`src/rtl/bls_pkg.sv`:
```
// Shared constants, command type and op codes for the line stepper.
package bls_pkg;

  localparam int COORD_BITS = 12;
  localparam int COLOR_BITS = 8;
  // Error term spans about -2*2^COORD_BITS .. +2*2^COORD_BITS: sign plus two extra bits.
  localparam int ERR_BITS   = COORD_BITS + 3;
  // Command queue depth, a power of two.
  localparam int FIFO_DEPTH = 4;
  localparam int FIFO_AW    = $clog2(FIFO_DEPTH);
  localparam int FIFO_CW    = $clog2(FIFO_DEPTH + 1);

  localparam int IN_DATA_BITS  = ((4 * COORD_BITS + COLOR_BITS + 7) / 8) * 8;
  localparam int OUT_DATA_BITS = ((2 * COORD_BITS + COLOR_BITS + 7) / 8) * 8;

  localparam logic OP_LOAD = 1'b0;
  localparam logic OP_STEP = 1'b1;

  // One decoded word headed for the back end.
  typedef struct packed {
    logic                       is_load;
    logic [COORD_BITS-1:0]      x;
    logic [COORD_BITS-1:0]      y;
    logic [1:0]                 step_x;     // -1, 0 or +1, two's complement
    logic [1:0]                 step_y;
    logic                       y_major;
    logic [COORD_BITS-1:0]      major_len;
    logic [ERR_BITS-1:0]        err_minor;  // 2*minor
    logic [ERR_BITS-1:0]        err_both;   // 2*(minor-major), also the initial error
    logic [COLOR_BITS-1:0]      color;
  } bls_cmd_t;

endpackage

```
`src/rtl/bls_front.sv`:
```
// Front end: unpack an input word, classify it, and work out the line setup.
module bls_front import bls_pkg::*; (
  input  logic                    op,
  input  logic [IN_DATA_BITS-1:0] data,
  output bls_cmd_t                cmd
);

  logic [COORD_BITS-1:0] sx, sy, ex, ey;
  logic [COORD_BITS:0]   dx, dy;
  logic [COORD_BITS-1:0] adx, ady, major, minor;
  logic                  ymaj;

  always_comb begin
    sx = data[COORD_BITS-1:0];
    sy = data[2*COORD_BITS-1:COORD_BITS];
    ex = data[3*COORD_BITS-1:2*COORD_BITS];
    ey = data[4*COORD_BITS-1:3*COORD_BITS];
    dx = {1'b0, ex} - {1'b0, sx};
    dy = {1'b0, ey} - {1'b0, sy};
    adx = dx[COORD_BITS] ? COORD_BITS'(-dx) : dx[COORD_BITS-1:0];
    ady = dy[COORD_BITS] ? COORD_BITS'(-dy) : dy[COORD_BITS-1:0];
    ymaj  = ady > adx;
    major = ymaj ? ady : adx;
    minor = ymaj ? adx : ady;

    cmd.is_load   = (op == OP_LOAD);
    cmd.x         = sx;
    cmd.y         = sy;
    cmd.step_x    = dx[COORD_BITS] ? 2'b11 : ((dx != '0) ? 2'b01 : 2'b00);
    cmd.step_y    = dy[COORD_BITS] ? 2'b11 : ((dy != '0) ? 2'b01 : 2'b00);
    cmd.y_major   = ymaj;
    cmd.major_len = major;
    cmd.err_minor = ERR_BITS'({minor, 1'b0});
    cmd.err_both  = ERR_BITS'({minor, 1'b0}) - ERR_BITS'({major, 1'b0});
    cmd.color     = data[4*COORD_BITS+COLOR_BITS-1:4*COORD_BITS];
  end

endmodule

```
`src/rtl/bls_fifo.sv`:
```
// Short command queue between the front and back ends.
module bls_fifo import bls_pkg::*; (
  input  logic     clk,
  input  logic     rst,
  input  logic     push,
  input  bls_cmd_t push_data,
  output logic     in_ready,
  input  logic     pop,
  output logic     out_valid,
  output bls_cmd_t out_data
);

  bls_cmd_t             mem [FIFO_DEPTH];
  logic [FIFO_AW-1:0]   wr_ptr, rd_ptr;
  logic [FIFO_CW-1:0]   count;
  logic                 do_push, do_pop;

  assign in_ready  = (count != FIFO_CW'(FIFO_DEPTH));
  assign out_valid = (count != '0);
  assign out_data  = mem[rd_ptr];
  assign do_push   = push && in_ready;
  assign do_pop    = pop && out_valid;

  always_ff @(posedge clk) begin
    if (do_push) begin
      mem[wr_ptr] <= push_data;
    end
  end

  always_ff @(posedge clk) begin
    if (rst) begin
      wr_ptr <= '0;
      rd_ptr <= '0;
      count  <= '0;
    end else begin
      if (do_push) begin
        wr_ptr <= wr_ptr + 1'b1;
      end
      if (do_pop) begin
        rd_ptr <= rd_ptr + 1'b1;
      end
      if (do_push && !do_pop) begin
        count <= count + 1'b1;
      end else if (do_pop && !do_push) begin
        count <= count - 1'b1;
      end
    end
  end

  a_count_bound: assert property (@(posedge clk) disable iff (rst)
    count <= FIFO_CW'(FIFO_DEPTH))
    else $error("command queue count past depth");

  a_pop_drains: assert property (@(posedge clk) disable iff (rst)
    (do_pop && !do_push) |=> (count == $past(count) - 1'b1))
    else $error("command queue count did not drop on pop");

  a_ptr_gap: assert property (@(posedge clk) disable iff (rst)
    (count != FIFO_CW'(FIFO_DEPTH)) |-> (FIFO_AW'(count) == FIFO_AW'(wr_ptr - rd_ptr)))
    else $error("command queue pointers disagree with count");

endmodule

```
`src/rtl/bls_back.sv`:
```
// Back end: hold the active line, step it one pixel per step word, register the result.
module bls_back import bls_pkg::*; (
  input  logic                  clk,
  input  logic                  rst,
  input  logic                  cmd_valid,
  input  bls_cmd_t              cmd,
  output logic                  cmd_pop,
  output logic                  out_valid,
  input  logic                  out_ready,
  output logic [COORD_BITS-1:0] out_x,
  output logic [COORD_BITS-1:0] out_y,
  output logic [COLOR_BITS-1:0] out_color,
  output logic                  out_last
);

  logic [COORD_BITS-1:0] cur_x, cur_y, left;
  logic [1:0]            step_x, step_y;
  logic                  y_major, active;
  logic [ERR_BITS-1:0]   err, err_minor, err_both;
  logic [COLOR_BITS-1:0] color;

  logic                  emit, err_ok;
  logic [COORD_BITS-1:0] x_inc, y_inc, x_next, y_next;
  logic [ERR_BITS-1:0]   err_next;

  // A load never needs the output slot; a step on an idle line is dropped.
  assign cmd_pop = cmd_valid && (cmd.is_load || !active || !out_valid || out_ready);
  assign emit    = cmd_pop && !cmd.is_load && active;

  always_comb begin
    err_ok   = !err[ERR_BITS-1];
    x_inc    = cur_x + {{(COORD_BITS-2){step_x[1]}}, step_x};
    y_inc    = cur_y + {{(COORD_BITS-2){step_y[1]}}, step_y};
    x_next   = (!y_major || err_ok) ? x_inc : cur_x;
    y_next   = (y_major || err_ok) ? y_inc : cur_y;
    err_next = err + (err_ok ? err_both : err_minor);
  end

  always_ff @(posedge clk) begin
    if (rst) begin
      cur_x     <= '0;
      cur_y     <= '0;
      step_x    <= '0;
      step_y    <= '0;
      y_major   <= 1'b0;
      active    <= 1'b0;
      left      <= '0;
      err       <= '0;
      err_minor <= '0;
      err_both  <= '0;
      color     <= '0;
      out_valid <= 1'b0;
    end else begin
      if (cmd_pop && cmd.is_load) begin
        cur_x     <= cmd.x;
        cur_y     <= cmd.y;
        step_x    <= cmd.step_x;
        step_y    <= cmd.step_y;
        y_major   <= cmd.y_major;
        left      <= cmd.major_len;
        active    <= (cmd.major_len != '0);
        err       <= cmd.err_both;
        err_minor <= cmd.err_minor;
        err_both  <= cmd.err_both;
        color     <= cmd.color;
      end else if (emit) begin
        cur_x  <= x_next;
        cur_y  <= y_next;
        err    <= err_next;
        left   <= left - 1'b1;
        active <= (left != COORD_BITS'(1));
      end
      if (emit) begin
        out_valid <= 1'b1;
      end else if (out_ready) begin
        out_valid <= 1'b0;
      end
    end
  end

  always_ff @(posedge clk) begin
    if (emit) begin
      out_x     <= cur_x;
      out_y     <= cur_y;
      out_color <= color;
      out_last  <= (left == COORD_BITS'(1));
    end
  end

  a_active_has_pixels: assert property (@(posedge clk) disable iff (rst)
    active |-> (left != '0))
    else $error("active line with no pixels left");

  a_last_ends_line: assert property (@(posedge clk) disable iff (rst)
    (emit && left == COORD_BITS'(1)) |=> (!active && out_valid && out_last))
    else $error("line did not end after its last pixel");

  a_step_codes: assert property (@(posedge clk) disable iff (rst)
    (step_x != 2'b10) && (step_y != 2'b10))
    else $error("step sign out of range");

endmodule

```
`src/rtl/bresenham_line_stepper_unit.sv`:
```
// Top level of the line stepper: front end, command queue, back end and stream ports.
// Path: a step word is written into the queue, then the back end registers its pixel on m_axis;
//   queued words ahead of it and a stalled pixel sink hold the pixel back.
// Throughput: one word per cycle on both sides while the queue has room and the sink is ready;
//   the back end holds the line state and adds one error increment per pixel.
// Reset: synchronous, active high; empties the queue and output register, line goes idle.
// A four-entry queue lets input keep flowing while the output is stalled.
module bresenham_line_stepper_unit import bls_pkg::*; (
  input  logic                     clk,
  input  logic                     rst,
  // Input stream.
  input  logic                     s_axis_tvalid,
  output logic                     s_axis_tready,
  input  logic [IN_DATA_BITS-1:0]  s_axis_tdata,   // start_x, start_y, end_x, end_y, color
  input  logic                     s_axis_tuser,   // op: load or step
  // Pixel stream.
  output logic                     m_axis_tvalid,
  input  logic                     m_axis_tready,
  output logic [OUT_DATA_BITS-1:0] m_axis_tdata,   // pixel_x, pixel_y, pixel_color
  output logic                     m_axis_tlast    // last_pixel
);

  bls_cmd_t              front_cmd, head_cmd;
  logic                  head_valid, head_pop;
  logic [COORD_BITS-1:0] pix_x, pix_y;
  logic [COLOR_BITS-1:0] pix_color;

  // Decode the word and compute deltas, step signs, major axis and error setup.
  bls_front u_front (
    .op   (s_axis_tuser),
    .data (s_axis_tdata),
    .cmd  (front_cmd)
  );

  // Hold decoded words so input can run ahead of a stalled pixel sink.
  bls_fifo u_fifo (
    .clk       (clk),
    .rst       (rst),
    .push      (s_axis_tvalid),
    .push_data (front_cmd),
    .in_ready  (s_axis_tready),
    .pop       (head_pop),
    .out_valid (head_valid),
    .out_data  (head_cmd)
  );

  // Advance the active line one pixel per step word; drop steps while idle.
  bls_back u_back (
    .clk       (clk),
    .rst       (rst),
    .cmd_valid (head_valid),
    .cmd       (head_cmd),
    .cmd_pop   (head_pop),
    .out_valid (m_axis_tvalid),
    .out_ready (m_axis_tready),
    .out_x     (pix_x),
    .out_y     (pix_y),
    .out_color (pix_color),
    .out_last  (m_axis_tlast)
  );

  // Pack the pixel, zero-filled up to whole bytes.
  assign m_axis_tdata = OUT_DATA_BITS'({pix_color, pix_y, pix_x});

endmodule
```
`config.mk`:
```
export PLATFORM = sky130hd
export DESIGN_NAME = bresenham_line_stepper_unit
export DESIGN_NICKNAME = d
export VERILOG_FILES = /design/src/rtl/bls_pkg.sv /design/src/rtl/bls_front.sv /design/src/rtl/bls_fifo.sv /design/src/rtl/bls_back.sv /design/src/rtl/bresenham_line_stepper_unit.sv
export SDC_FILE = /design/constraint.sdc
export NUM_CORES = 1
export LEC_CHECK = 0
export BUFFER_PORTS_ARGS = -buffer_cell sky130_fd_sc_hd__buf_4
export CORE_MARGIN = 2
export CORE_UTILIZATION = 55
export CTS_BUF_LIST = sky130_fd_sc_hd__clkbuf_16
export DETAILED_ROUTE_END_ITERATION = 6
export PLACE_DENSITY = 0.71
export RECOVER_POWER = 50
export SETUP_SLACK_MARGIN = 0.15
export SYNTH_ARGS = -nofsm -noshare
export SYNTH_HDL_FRONTEND = slang
export SYNTH_SLANG_ARGS = --single-unit
```
`constraint.sdc`:
```
create_clock -name clk -period 18.2 [get_ports clk]
set_input_delay 1.82 -clock clk [delete_from_list [all_inputs] [get_ports clk]]
set_output_delay 1.82 -clock clk [all_outputs]
set_load 0.05 [all_outputs]
```
==> qor.yml <==
setup_path:
  endpoint_kind: "flip-flop"
  start_kind: "input port"
  crit_type: "in2reg"
  regToRegEndpoint: "u_fifo.mem[0][42]"
  worst-path-max-fanout: 38
  rr_worst_depth: 4
  r2r_setup_slack_ns: 13.35
  crit_end: "u_fifo.mem[0][22]"
  cp.required_ns: 18.48
  r2r_start: "u_fifo.count[0]"
  critical_path_arrival_ns: 8.15
  cp-startpoint: "s_axis_tdata[0]"
yosys:
  netlist_area_um2: 20400
  yosysSeqAreaShare_pct: 58.9
  synth_top_flop_cell: "edfxtp_1"
  synth_nets: 1745
  synthMuxAreaShare_pct: 9.67
  synthSimpleGateAreaFrac_pct: 9.43
  synth-seq-cells: 432
  synthAdderAreaFrac_pct: 5.48
  synth_xor_area_share_pct: 3.63
  avgSynthCellArea_um2: 12.7
  yosysWarningCount: 0
  synth_edf_count: 333
  async_reset_ff_share_pct: 0
  synth_cells: 1600
  yosys.cell_types.count: 78
  synth_compound_area_share_pct: 10.1
  synth_top_family_by_area: "compound AO/OA/AOI/OAI gates"
drt:
  wire_per_inst_um: 20.2
  ant_nets: 0
  drt_iter0_drc: 966
  dr.pass1.iters: 5
  drc: 0
  wirelength_mm: 44.3
  vias: 12900
  vias_per_cell: 5.90
final_layout:
  area_growth_pct: 11.1
  fin_cells: 2189
  layout.filler_cells: 2828
  mostFrequentLayoutCells: "edfxtp_1, nand2_1, a21oi_1, nor2_1, dfxtp_1"
  final_layout_size_suffix_gt1_share_pct: 12.8
  n_antenna_cell: 0
  final_common_cell: "edfxtp_1"
  nets: 1832
clocking:
  clkTransAtPathRegs_ns: 0.06
  cts_tree: "yes"
  ctsResizeCount: 0
  clk_path_buf_depth: 3
  clockRootBuffer: "clkbuf_16"
  cts.htree.levels: 2
  cts_hold_buffers: 0
  cts_setup_buffers: 0
  clk_latency_ns: 0.56
  numCtsBuffers: 45
  clock_sinks: 432
die:
  core-area_um2: 36500
  die_h_um: 196
  die-area_um2: 38600
  io_pins: 96
  rows: 70
  start_util_pct: 55.7
  dieWidth_um: 196
power:
  vdd_drop_max_mv: 0.0894
  leakagePower_nw: 8.06
  netSwitchingFraction_pct: 35.9
  p_int_mw: 2.42
  combPwrFrac_pct: 37.3
  switchingPower_mw: 1.36
  power.share.sequential_pct: 39.9
  p_per_area_nw_per_um2: 167
  p_clk_share_pct: 22.8
grt:
  grt_usage_pct: 23.5
  grt_pass1_vias: 12400
  overflow: 0
  busiest_layer: "met2"
  use_met1_pct: 34.7
  grt_pass1_wl_mm: 69.5
  met2_usage_pct: 37.1
  antenna_found_initial: 1
  grt_max_degree: 99
  gr-usage-met3_pct: 3.37
sta:
  tns_ns: 0
  min_period_ns: 7.87
  hold_viol: 0
  rsz0062_at_grt: "no"
  whs_ns: 0.435
  slew_headroom_pct: -208
  worstMarginPinSlew_ns: 4.61
  report.final.slew_viol_count: 333
  fmax_mhz: 127
  clock_skew_ns: 0.0158
  finalCritPeriodShare_pct: 43.2
  finalSetupViolations: 0
  fin_ws_ns: 10.33
run_status:
  violations: "max-capacitance violations, max-slew violations"
  status: "complete, but fails checks"
placement:
  dp.cells: 2108
  place.port_buffers: 95
  place_ws_ns: 9.88
  place_hpwl_mm: 29.4
  gp_congestion: 0.916
min_path:
  hold_path.class: "reg2reg"
run:
  maxCapViolCount: 8
[worst max-delay path, cell delays in order]
cell and delay, ns:
clkbuf_1 0.12, ha_1 0.25, fa_1 0.40, nand2b_1 0.20, a21oi_1 0.23, a31oi_1 0.19, a21oi_1 0.19, o22a_1 0.37
inv_1 0.23, nand2_1 0.12, xnor2_1 0.13, ha_1 0.46, a21oi_1 0.10, o21bai_1 0.14, a21oi_1 0.08, nor2_1 0.09
nor2_1 0.05, maj3_1 0.35, a31o_2 0.29, a21o_1 0.20, inv_2 0.48, mux2i_1 0.32, ha_1 0.21, nand3_1 0.09
and3_1 0.22, o22ai_1 0.28, a21boi_1 0.15, or3_1 0.38
[power by group through the flow]
stage	clock network (mW)	registers [mW]	logic [mW]
floorplan	0	1.51	1.03
detailed placement	0	1.52	1.42
CTS	0.882	1.51	1.43
global route	0.922	1.53	1.56
finish	0.864	1.51	1.41
global placement	0	1.51	1.39
[through the flow]
step / power (mW) / cell area [um2] / util (%)
floorplan: 2.54 / 20400 / -
global placement: 2.90 / 21500 / 58.9
detailed placement: 2.94 / 21500 / 58.9
CTS: 3.81 / 22900 / 62.7
global route: 4.02 / 22600 / 61.9
finish: 3.78 / 22600 / 61.9
[flip-flops by register name, summed over array words and instances, names as in the netlist, 2 cells and up, named ones only]
| name | cells |
|---|---|
| u_back.err_both | 13 |
| u_back.out_x | 12 |
| u_back.step_y | 2 |
| u_fifo.mem | 300 |
| u_fifo.count | 3 |
| u_back.cur_x | 12 |
| u_fifo.rd_ptr | 2 |
| u_back.left | 12 |
| u_back.out_y | 12 |
| u_back.err_minor | 12 |
| u_fifo.wr_ptr | 2 |
| u_back.cur_y | 12 |
| u_back.color | 8 |
| u_back.out_color | 8 |
| u_back.err | 14 |
| u_back.step_x | 2 |
[logic make-up after synthesis]
logic type	after synthesis
DFF	432
and+or+nand+nor	427
AOI/OAI and AO/OA	322
muxes	101
xor gates and xnor gates	81
buffers and inverters	151
adders and majority gates	86
[layout make-up]
class	instances	area (um2)	share of cell area, %
Sequential cell	432	12000	53.0
Clock buffer	45	1130	4.98
Inverter	82	308	1.36
Multi-Input combinational cell	1017	7800	34.5
Clock inverter	36	259	1.14
Timing Repair Buffer	109	556	2.46
Tap cell	468	586	2.59
[routing by layer]
layer  routed length [um]  up-vias
li1                     -     6108
met1                20600     6383
met2                20400      355
met3                 2390       59
met4                  881        0
met5                    0        -
[Yosys cell counts (4+ instances only)]
cell type | count | area, um2
nand3b_1 | 5 | 37.5
xnor2_1 | 50 | 438
and3_1 | 13 | 81.3
nand2b_1 | 21 | 131
xor2_1 | 28 | 245
mux2i_1 | 11 | 110
nor3_1 | 22 | 110
o31ai_1 | 7 | 52.6
a211oi_1 | 19 | 143
clkbuf_1 | 49 | 184
nand3_1 | 10 | 50.1
buf_1 | 16 | 60.1
fa_1 | 6 | 120
nor2b_1 | 11 | 68.8
o211ai_1 | 16 | 120
nand2_1 | 167 | 627
ha_1 | 78 | 976
mux2_2 | 13 | 146
or4_1 | 4 | 30.0
inv_1 | 80 | 300
mux4_2 | 75 | 1690
o21ai_0 | 55 | 275
a311oi_1 | 8 | 70.1
dfxtp_1 | 99 | 1980
nand4_1 | 4 | 25.0
o21a_1 | 7 | 52.6
a21oi_1 | 131 | 656
nor4_1 | 8 | 50.1
a21o_1 | 15 | 113
a31oi_1 | 7 | 43.8
or3_1 | 17 | 106
or2_2 | 6 | 37.5
edfxtp_1 | 333 | 10000
o21ai_1 | 4 | 20.0
o21bai_1 | 15 | 113
nor2_1 | 129 | 484
[worst min-delay path by stage]
stage / from / end / depth (start not counted) / slack [ns]
5_1_grt: u_back.color[3] / u_back.out_color[3] / 0 / 0.44
4_1_cts: u_back.color[5] / u_back.out_color[5] / 0 / 0.43
3_5_place_dp: u_back.color[4] / u_back.out_color[4] / 0 / 0.42
3_3_place_gp: u_back.color[3] / u_back.out_color[3] / 0 / 0.41
6_report: u_back.color[3] / u_back.out_color[3] / 0 / 0.44
2_1_floorplan: u_back.color[0] / u_back.out_color[0] / 0 / 0.41
Power figures use the tool's default switching activity.
